## config.mk

```make
export PLATFORM = sky130hd
export DESIGN_NAME = sweep_prune_axis_pairs
export DESIGN_NICKNAME = d
export VERILOG_FILES = /design/src/rtl/spa_pkg.sv /design/src/rtl/sweep_prune_axis_pairs.sv /design/src/rtl/spa_cell.sv
export SDC_FILE = /design/constraint.sdc
export NUM_CORES = 1
export LEC_CHECK = 0
export BUFFER_PORTS_ARGS = -buffer_cell sky130_fd_sc_hd__buf_2
export CORE_UTILIZATION = 35
export CTS_CLUSTER_SIZE = 12
export DETAILED_ROUTE_END_ITERATION = 8
export PLACE_DENSITY = 0.6
export SLEW_MARGIN = 15
export SYNTH_ARGS = -nofsm -noshare
export SYNTH_HDL_FRONTEND = slang
export SYNTH_HIERARCHICAL = 1
export SYNTH_SLANG_ARGS = --single-unit
```

## constraint.sdc

```tcl
create_clock -name clk_i -period 7.05 [get_ports clk_i]
set_input_delay 0.3525 -clock clk_i [delete_from_list [all_inputs] [get_ports clk_i]]
set_output_delay 0.3525 -clock clk_i [all_outputs]
set_load 0.005 [all_outputs]
```

## src/rtl/spa_pkg.sv

```systemverilog
// ----------------------------------------------------------------------------
// spa_pkg
// Shared types and sizes for the sweep-and-prune axis pair generator.
// ----------------------------------------------------------------------------
package spa_pkg;

  // size of the active set and significant id bits
  localparam int unsigned MAX_ACTIVE = 32;
  localparam int unsigned ID_BITS    = 16;

  // fixed width of the id fields on the ports
  localparam int unsigned ENTITY_W = 16;

  // stored key width: significant id bits, capped by the port field
  localparam int unsigned KEY_W = (ID_BITS < ENTITY_W) ? ID_BITS : ENTITY_W;

  // scan step counter
  localparam int unsigned CNT_W = (MAX_ACTIVE > 1) ? $clog2(MAX_ACTIVE) : 1;

  typedef logic [KEY_W-1:0] key_t;

  // input transaction
  typedef struct packed {
    logic [ENTITY_W-1:0] entity_id;
    logic                pass_start;
  } spa_in_t;

  // output transaction
  typedef struct packed {
    logic [ENTITY_W-1:0] id_low;
    logic [ENTITY_W-1:0] id_high;
    logic                overflow;
    logic                last;
  } spa_out_t;

  // contents of one slot of the active set
  typedef struct packed {
    logic valid;
    logic pend;
    key_t id;
  } spa_slot_t;

  // broadcast control from the sequencer to all cells
  typedef struct packed {
    logic accept;
    logic clr;
    logic arm;
    logic rotate;
    key_t key;
  } spa_ctrl_t;

  typedef enum logic [2:0] {
    ST_IDLE = 3'b001,
    ST_SCAN = 3'b010,
    ST_OVF  = 3'b100
  } spa_state_e;

endpackage

```

## src/rtl/sweep_prune_axis_pairs.sv

```systemverilog
// ----------------------------------------------------------------------------
// sweep_prune_axis_pairs
// One-axis sweep-and-prune pair generator built as a ring of slot cells.
// ----------------------------------------------------------------------------
// a removal or an insert into an empty set is written straight into the cells;
//   an overflow result is loaded into the output register from the OVF state;
//   the pairs appear in slot order as the ring turns, held by output stalls
// an insert into a non-empty set holds the input for one full turn of the
//   cell ring, which waits while the output register is stalled
// reset: asynchronous, clears the active set, the sequencer and output valid
module sweep_prune_axis_pairs (
  input  logic              clk_i,
  input  logic              rst_ni,
  input  logic              in_valid_i,
  output logic              in_stall_o,
  input  spa_pkg::spa_in_t  in_data_i,
  output logic              out_valid_o,
  input  logic              out_stall_i,
  output spa_pkg::spa_out_t out_data_o
);
  import spa_pkg::*;

  // sequencer
  spa_state_e state_q, state_d;
  logic [CNT_W-1:0] cnt_q, cnt_d;
  key_t cur_id_q, cur_id_d;

  // output register
  logic     out_valid_q, out_valid_d;
  spa_out_t out_q, out_d;

  // cell ring
  spa_ctrl_t              ctrl;
  spa_slot_t [MAX_ACTIVE-1:0] slot;
  spa_slot_t [MAX_ACTIVE-1:0] nxt;
  logic [MAX_ACTIVE-1:0]  hit;
  logic [MAX_ACTIVE-1:0]  valid_eff;
  logic [MAX_ACTIVE-1:0]  free_vec;
  logic [MAX_ACTIVE-1:0]  free_oh;
  logic [MAX_ACTIVE-1:0]  pend_vec;
  logic [MAX_ACTIVE-1:0]  wr;

  logic in_acc;
  logic any_hit;
  logic full;
  logic ins;
  logic out_free;
  logic step;
  logic emit;
  logic last_pair;
  key_t key;

  assign key        = in_data_i.entity_id[KEY_W-1:0];
  assign in_stall_o = (state_q != ST_IDLE);
  assign in_acc     = in_valid_i && !in_stall_o;

  // set status as seen by this transaction, after an optional pass clear
  always_comb begin
    for (int i = 0; i < MAX_ACTIVE; i++) begin
      valid_eff[i] = slot[i].valid & ~in_data_i.pass_start;
      pend_vec[i]  = slot[i].pend;
    end
  end

  assign any_hit  = |hit;
  assign full     = &valid_eff;
  assign free_vec = ~valid_eff;
  // lowest free slot as one-hot
  assign free_oh  = free_vec & (~free_vec + MAX_ACTIVE'(1));
  assign ins      = in_acc && !any_hit && !full;
  assign wr       = ins ? free_oh : '0;

  // output slot can take a new transaction this cycle
  assign out_free = !out_valid_q || !out_stall_i;

  // ring turns one place per cycle while scanning; it waits when the slot at
  // the head has a pair to give and the output register is blocked
  assign step      = (state_q == ST_SCAN) && (!slot[0].pend || out_free);
  assign emit      = step && slot[0].pend;
  assign last_pair = ~|pend_vec[MAX_ACTIVE-1:1];

  always_comb begin
    ctrl.accept = in_acc;
    ctrl.clr    = in_data_i.pass_start;
    ctrl.arm    = ins;
    ctrl.rotate = step;
    ctrl.key    = key;
  end

  // neighbor wiring: head wraps to the tail with its pending bit spent
  always_comb begin
    for (int i = 0; i < MAX_ACTIVE - 1; i++) begin
      nxt[i] = slot[i+1];
    end
    nxt[MAX_ACTIVE-1]      = slot[0];
    nxt[MAX_ACTIVE-1].pend = 1'b0;
  end

  for (genvar g = 0; g < MAX_ACTIVE; g++) begin : g_cell
    spa_cell u_cell (
      .clk_i  (clk_i),
      .rst_ni (rst_ni),
      .ctrl_i (ctrl),
      .wr_i   (wr[g]),
      .rm_i   (hit[g]),
      .nxt_i  (nxt[g]),
      .slot_o (slot[g]),
      .hit_o  (hit[g])
    );
  end

  // sequencer
  always_comb begin
    state_d  = state_q;
    cnt_d    = cnt_q;
    cur_id_d = cur_id_q;
    case (state_q)
      ST_IDLE: begin
        if (in_acc && !any_hit) begin
          if (full) begin
            state_d = ST_OVF;
          end else if (|valid_eff) begin
            // pairs to give: one full turn of the ring
            state_d  = ST_SCAN;
            cnt_d    = '0;
            cur_id_d = key;
          end
        end
      end
      ST_SCAN: begin
        if (step) begin
          cnt_d = cnt_q + CNT_W'(1);
          if (cnt_q == CNT_W'(MAX_ACTIVE - 1)) begin
            state_d = ST_IDLE;
          end
        end
      end
      ST_OVF: begin
        if (out_free) begin
          state_d = ST_IDLE;
        end
      end
      default: begin
        state_d = ST_IDLE;
      end
    endcase
  end

  // output register
  always_comb begin
    out_d       = out_q;
    out_valid_d = out_valid_q && out_stall_i;
    if (emit) begin
      out_valid_d      = 1'b1;
      out_d.overflow   = 1'b0;
      out_d.last       = last_pair;
      // order the pair by id value
      if (slot[0].id > cur_id_q) begin
        out_d.id_low  = ENTITY_W'(cur_id_q);
        out_d.id_high = ENTITY_W'(slot[0].id);
      end else begin
        out_d.id_low  = ENTITY_W'(slot[0].id);
        out_d.id_high = ENTITY_W'(cur_id_q);
      end
    end else if ((state_q == ST_OVF) && out_free) begin
      out_valid_d    = 1'b1;
      out_d.id_low   = '0;
      out_d.id_high  = '0;
      out_d.overflow = 1'b1;
      out_d.last     = 1'b1;
    end
  end

  always_ff @(posedge clk_i or negedge rst_ni) begin
    if (!rst_ni) begin
      state_q     <= ST_IDLE;
      cnt_q       <= '0;
      out_valid_q <= 1'b0;
    end else begin
      state_q     <= state_d;
      cnt_q       <= cnt_d;
      out_valid_q <= out_valid_d;
    end
  end

  always_ff @(posedge clk_i) begin
    cur_id_q <= cur_id_d;
    out_q    <= out_d;
  end

  assign out_valid_o = out_valid_q;
  assign out_data_o  = out_q;

endmodule

```

## src/rtl/spa_cell.sv

```systemverilog
// ----------------------------------------------------------------------------
// spa_cell
// One slot of the active set: holds an id with its valid and pending bits,
// compares against the incoming key and shifts to its neighbor on rotate.
// ----------------------------------------------------------------------------
module spa_cell (
  input  logic               clk_i,
  input  logic               rst_ni,
  input  spa_pkg::spa_ctrl_t ctrl_i,
  input  logic               wr_i,
  input  logic               rm_i,
  input  spa_pkg::spa_slot_t nxt_i,
  output spa_pkg::spa_slot_t slot_o,
  output logic               hit_o
);
  import spa_pkg::*;

  logic valid_q, valid_d;
  logic pend_q, pend_d;
  key_t id_q, id_d;
  logic valid_eff;

  // pass start hides all entries of the old pass
  assign valid_eff = valid_q & ~ctrl_i.clr;
  assign hit_o     = valid_eff && (id_q == ctrl_i.key);

  always_comb begin
    valid_d = valid_q;
    pend_d  = pend_q;
    id_d    = id_q;
    if (ctrl_i.rotate) begin
      valid_d = nxt_i.valid;
      pend_d  = nxt_i.pend;
      id_d    = nxt_i.id;
    end else if (ctrl_i.accept) begin
      valid_d = wr_i | (valid_eff & ~rm_i);
      pend_d  = ctrl_i.arm & valid_eff;
      if (wr_i) begin
        id_d = ctrl_i.key;
      end
    end
  end

  always_ff @(posedge clk_i or negedge rst_ni) begin
    if (!rst_ni) begin
      valid_q <= 1'b0;
      pend_q  <= 1'b0;
    end else begin
      valid_q <= valid_d;
      pend_q  <= pend_d;
    end
  end

  always_ff @(posedge clk_i) begin
    id_q <= id_d;
  end

  assign slot_o.valid = valid_q;
  assign slot_o.pend  = pend_q;
  assign slot_o.id    = id_q;

endmodule
```

Yosys cells after proc, flatten, opt, wreduce, memory -nomap -nowiden:

Index checks and enable logic that the tools add are counted.

* equal/unequal tests: 44
* muxes and demuxes: 242
* $add $sub $neg: 2
* magnitude comparators: 1
* bitwise logic cells: 165
* reductions and logical operators: 122

Operator list (count)
* 2-to-1 mux 16 bit: 96
* equality test 16 bit: 32
* 2-to-1 mux 1 bit: 130
* bitwise AND 1 bit: 96
* nonzero test 2 bit: 35
* 2-to-1 mux 34 bit: 2
* 2-to-1 mux 32 bit: 2
* NOT 32 bit: 2
* AND reduction 2 bit: 32
* OR reduction 32 bit: 2
* logical AND 1 bit: 39
* NOT 1 bit: 34
* adder 32 x 1 -> 32 bit (second input constant): 1
* bitwise AND 32 bit: 1
* OR 1 bit: 32
* AND reduction 32 bit: 1
* OR reduction 31 bit: 1
* 2-to-1 mux 5 bit: 4
* 2-to-1 mux 3 bit: 6
* greater-than comparator 16 bit: 1
* != test 2 bit (second input constant): 5
* case mux 5 bit (2 select lines): 1
* AND reduction 5 bit: 2
* case mux 3 bit (3 select lines): 1
* other kinds (11): 18

* word-level logic and storage cells: 680
* register bits: 635
* output and inout bits: 36
* input port bits: 21

Depth between registers and ports, before layout:

* depth after elaboration: 11
* gate-level depth with buffers: 13
* mapped depth without buffers: 12

Cells and area by module:

The synthesis kept the hierarchy.

Modules (own cells, without submodules)
* spa_cell: cells an instance 70, instances 32, sequential area each 530.5 µm², area each 978.4 µm²
* sweep_prune_axis_pairs: cells an instance 356, instances 1, sequential area each 1717.9 µm², area each 3609.7 µm²

Worst setup path before layout:

Ideal clock, no wire load.

* path kind: flip-flop to flip-flop
* start point: reg g_cell[0].u_cell.pend_q
* end point: reg out_q (netlist bit out_data_o[0]) (enable)
* required time: 6659 ps
* slack: 2904 ps
* period minus slack after synthesis: 4146 ps
* stages on the path, launching flop included: 7
* data arrival time: 3755 ps
* setup time: 391 ps
* buffers on the path: 2
* cells stage by stage: dfrtp_1 > buf_4 > nand3_1 > and3_1 > clkbuf_1 > nand2_1 > nand2_1

* longest elaborated chain between the ends: 5

RTL lines
* from (decl): RTL line spa_cell.sv:19 `logic pend_q, pend_d;`
* from (signal assigned): RTL line spa_cell.sv:50 `pend_q <= pend_d;`
* logical NOT 1 bit: RTL line sweep_prune_axis_pairs.sv:78 `assign step = (state_q == ST_SCAN) && (!slot[0].pend || out_free);`
* logical OR 1 bit: RTL line sweep_prune_axis_pairs.sv:78
* logical AND 1 bit: RTL line sweep_prune_axis_pairs.sv:78
* via step: RTL line sweep_prune_axis_pairs.sv:48 `logic step;`
* logical AND 1 bit: RTL line sweep_prune_axis_pairs.sv:79 `assign emit = step && slot[0].pend;`
* nonzero test 2 bit (no line)
* to (signal assigned): RTL line sweep_prune_axis_pairs.sv:188 `out_q <= out_d;`
* to (decl): RTL line sweep_prune_axis_pairs.sv:30 `spa_out_t out_q, out_d;`

The timed path passes the listed nets, and every way through them passes these cells.
A chain may end at the register's enable or synchronous reset.

Worst setup path after layout:

* start point: in in_data_i[13] (netlist name)
* end point: reg g_cell[24].u_cell.id_q[0] (enable)

* longest elaborated chain between the ends: 9
* elaborated cells between the ends (all ways): 71
* classes of those cells: eq/ne (32); mux (1); reduce/logical (38)

RTL lines
* from (decl): RTL line sweep_prune_axis_pairs.sv:16 `input spa_pkg::spa_in_t in_data_i,`
* equality test 16 bit: RTL line spa_cell.sv:25 `assign hit_o = valid_eff && (id_q == ctrl_i.key);`
* logical AND 1 bit: RTL line spa_cell.sv:25
* via hit[29]: RTL line sweep_prune_axis_pairs.sv:36 `logic [MAX_ACTIVE-1:0] hit;`
* OR reduction 32 bit: RTL line sweep_prune_axis_pairs.sv:65 `assign any_hit = |hit;`
* logical NOT 1 bit: RTL line sweep_prune_axis_pairs.sv:70 `assign ins = in_acc && !any_hit && !full;`
* logical AND 1 bit (2 in series): RTL line sweep_prune_axis_pairs.sv:70
* 2-to-1 mux 32 bit: RTL line sweep_prune_axis_pairs.sv:71 `assign wr = ins ? free_oh : '0;`
* via wr[24]: RTL line sweep_prune_axis_pairs.sv:41 `logic [MAX_ACTIVE-1:0] wr;`
* nonzero test 2 bit (no line)
* AND reduction 2 bit (no line)
* to (signal assigned): RTL line spa_cell.sv:55 `id_q <= id_d;`
* to (decl): RTL line spa_cell.sv:20 `key_t id_q, id_d;`

The timed path passes the listed nets, and every way through them passes these cells.

==> out/results.ini <==
[setup_path]
worst-setup-path-type = in -> reg
crit_buf_inv = 2
cp_cell_sequence = buf_2 -> buf_4 -> xor2_1 -> nor4_1 -> nand4_1 -> nor4b_2 -> nor4_1 -> nand4_1 -> nor3_4 -> nand4b_1 -> or3_1 -> nor4b_1 -> a21o_1
max_stage_delay_ps = 640
cp_top_family = simple AND/OR/NAND/NOR gates
critPathLaunch = in_data_i[13]
reg2reg_to = g_cell[24].u_cell/id_q[0]$_DFFE_PP_
end_kind = register
crit_arrival_ps = 4900
reg2reg_depth = 11
ff2ff_setup_slack_ps = 2790
crit_required_ps = 7280
cp-start-kind = primary input
cpMaxStageDelayCell = a21o_1
r2r_start = g_cell[15].u_cell/id_q[13]$_DFFE_PP_
crit_path_max_fanout = 29

[logic_synthesis]
synth.cell_area_um2 = 34920
synth_edf_count = 561
yosys_warnings = 6
avgSynthCellArea_um2 = 13.45
syn-num-nets = 2635
syn_inst = 2596
ys.flop_type = edfxtp_1
postSynth.asyncResetShare = 0.1150
ys_seq_area_frac = 0.5353
synth_cell_type_count = 53
ys_ff_latch = 635

[power]
ir_drop_mv = 0.1676
power_density_nw_per_um2 = 244.5
p_leak_nw = 13.28

[run_status]
status = completed

[clock_tree]
path_clk_slew_ps = 60
cts_resized = 0
clk_path_buf_depth = 3
cts_hold_buf = 1
clock-sinks = 635
cts-root-buf = clkbuf_16
postCtsSetupRepairBufs = 0
cts_inserted_buffers = 72
cts_htree_levels = 3
clk_latency_ps = 620
cts_tree = built

[timing]
tightest_slew_ps = 1199
maxSlewViolCount = 0
rsz0062_at_grt = false
slew_headroom = 0.2004
fin_crit_sh = 0.6621
setup_viol = 0
layout_setup_ws_ps = 2382
fmax_mhz = 214.2
tns_ps = 0
hold_violations = 0
min_period_ps = 4668
finClkSkew_ps = 32.32

[finish]
fillers = 9025
fin_nets = 2653
drive_above_1_share = 0.2785
layout_common_cells = 561 x edfxtp_1, 513 x mux2_2, 512 x xor2_1
final_common_cell = edfxtp_1
area_growth_pct = 10.37
num_antenna_cells = 0

[detailed_routing]
via_count = 20580
first_pass_iters = 6
routed_wl_mm = 76.27
viasPerCell = 5.204
drc = 0
ant_nets = 0
drtIter0Drc = 1347
wire_per_inst_um = 19.29

[place]
dp.final_hpwl_mm = 48.67
io_buffers = 56
dp_slack_ps = 1790
place_congestion = 0.7992

[grt]
grt_pass1_vias = 21300
grt_use_total = 0.1495
grt_max_degree = 228
antenna_found_initial = 1
overflow = 0
grt_pass1_wl_mm = 122.3

[die]
core.rowCount = 115
fp.coreArea_um2 = 98560
io_pins = 57
initial_utilization = 0.3543
die_y_um = 317.9
die_x_um = 317.9
die_area_um2 = 101000

[worst_hold_path]
hold_path_depth = 3
min_to = out_valid_o$_DFF_PN0_
holdCritStartpoint = out_stall_i
hold_class = in -> reg

[job]
maxCapViolCount = 0

cell families (layout without fill, tap and decap cells):
kind of cell    count (synthesis)  count (layout)  share of synthesized area
compound gates                218             218                    0.03787
xor+xnor                      512             512                     0.1284
fa+ha+maj                      18              18                   0.006450
buf+inv                       231             303                    0.03436
flops                         635             635                     0.5353
mux                           545             545                     0.1746
other cells                     1               1                  0.0001074
simple gates                  436             436                    0.08284
worst max path at each step:
| stage | to | slack, ps | depth (start not counted) |
|---|---|---|---|
| floorplan | out_data_o[0]$_DFFE_PP_ | 2900 | 6 |
| detailed placement | g_cell[24].u_cell/id_q[4]$_DFFE_PP_ | 1790 | 13 |
| global placement | g_cell[24].u_cell/id_q[11]$_DFFE_PP_ | 1980 | 13 |
| CTS | g_cell[24].u_cell/id_q[4]$_DFFE_PP_ | 2460 | 13 |
| finish | g_cell[24].u_cell/id_q[0]$_DFFE_PP_ | 2380 | 13 |
| global route | g_cell[24].u_cell/id_q[13]$_DFFE_PP_ | 2220 | 13 |
worst register-to-register path, cell delays in order, from the launching register on:
cell and delay, ps:
edfxtp_1 450, xor2_1 190, nor4_1 100, nand4_1 170, nor4b_2 80, nor4_1 440
nand4_1 290, nor3_4 310, nand4b_1 280, or3_1 510, nor4b_1 440, a21o_1 640
power by group:
| group | switching [W] | total, W | internal (W) |
|---|---|---|---|
| Combinational | 0.000659 | 0.00118 | 0.000519 |
| Clock | 0.00149 | 0.00363 | 0.00214 |
| Sequential | 0.000257 | 0.00462 | 0.00436 |
metal layers:
layer | track usage | share of wire
met1 | 0.1997 | 0.46
met2 | 0.2492 | 0.48
met3 | 0.02280 | 0.038
met4 | 0.04488 | 0.022
met5 | 0 | 0
registers in the layout (all words and copies together) (netlist names):
name	flops
g_cell.u_cell/id_q	512
out_data_o	34
g_cell.u_cell/pend_q	32
g_cell.u_cell/valid_q	32
cur_id_q	16
cnt_q	5
state_q	3
out_valid_o	1
cell usage after synthesis, drive strengths merged, types with 3 or more instances:
cell	number	share of area
mux2i	32	0.0092
nand4	47	0.0084
a21oi	70	0.010
a21o	34	0.0073
buf	133	0.024
nor3b	7	0.0018
o21ai	73	0.011
nor2b	4	0.00072
xor2	512	0.13
nand3	12	0.0017
nor3	47	0.0073
nand4b	4	0.0010
edfxtp	561	0.48
and3	3	0.00054
nand2	85	0.0091
a221oi	32	0.0080
clkbuf	6	0.00064
nor4	127	0.023
and4b	32	0.0092
nor4b	35	0.015
nor2	13	0.0014
mux2	513	0.17
or3	4	0.00072
nand2b	7	0.0013
or4	3	0.00075
or2	3	0.00061
ha	18	0.0064
dfrtp	72	0.052
inv	92	0.0099
o31ai	3	0.00064
layout make-up:
class	count	area [um^2]	area share
sequential	635	18690	0.4850
timing repair buffer	83	590.6	0.01532
clock inverter	35	300.3	0.007791
clock buffer	93	1954	0.05071
tap	1287	1610	0.04178
multi-input combinational	1730	15040	0.3903
inverter	92	347.8	0.009025
stage by stage:
step / hold WS [ps] / total power (W) / util / instances / instance area (um^2)
after detailed placement: 497.3 / 0.005861 / 0.3676 / 3824 / 36230
after global placement: 483.9 / 0.005825 / 0.3676 / 3824 / 36230
after global routing: 51.04 / 0.009821 / 0.3910 / 3955 / 38540
after CTS: 28.17 / 0.009534 / 0.3905 / 3953 / 38490
final: 73.32 / 0.009424 / 0.3910 / 3955 / 38540
after floorplan: 56.91 / 0.005535 / - / 2596 / 34920
Note: power is estimated with default switching activity, not from simulation.
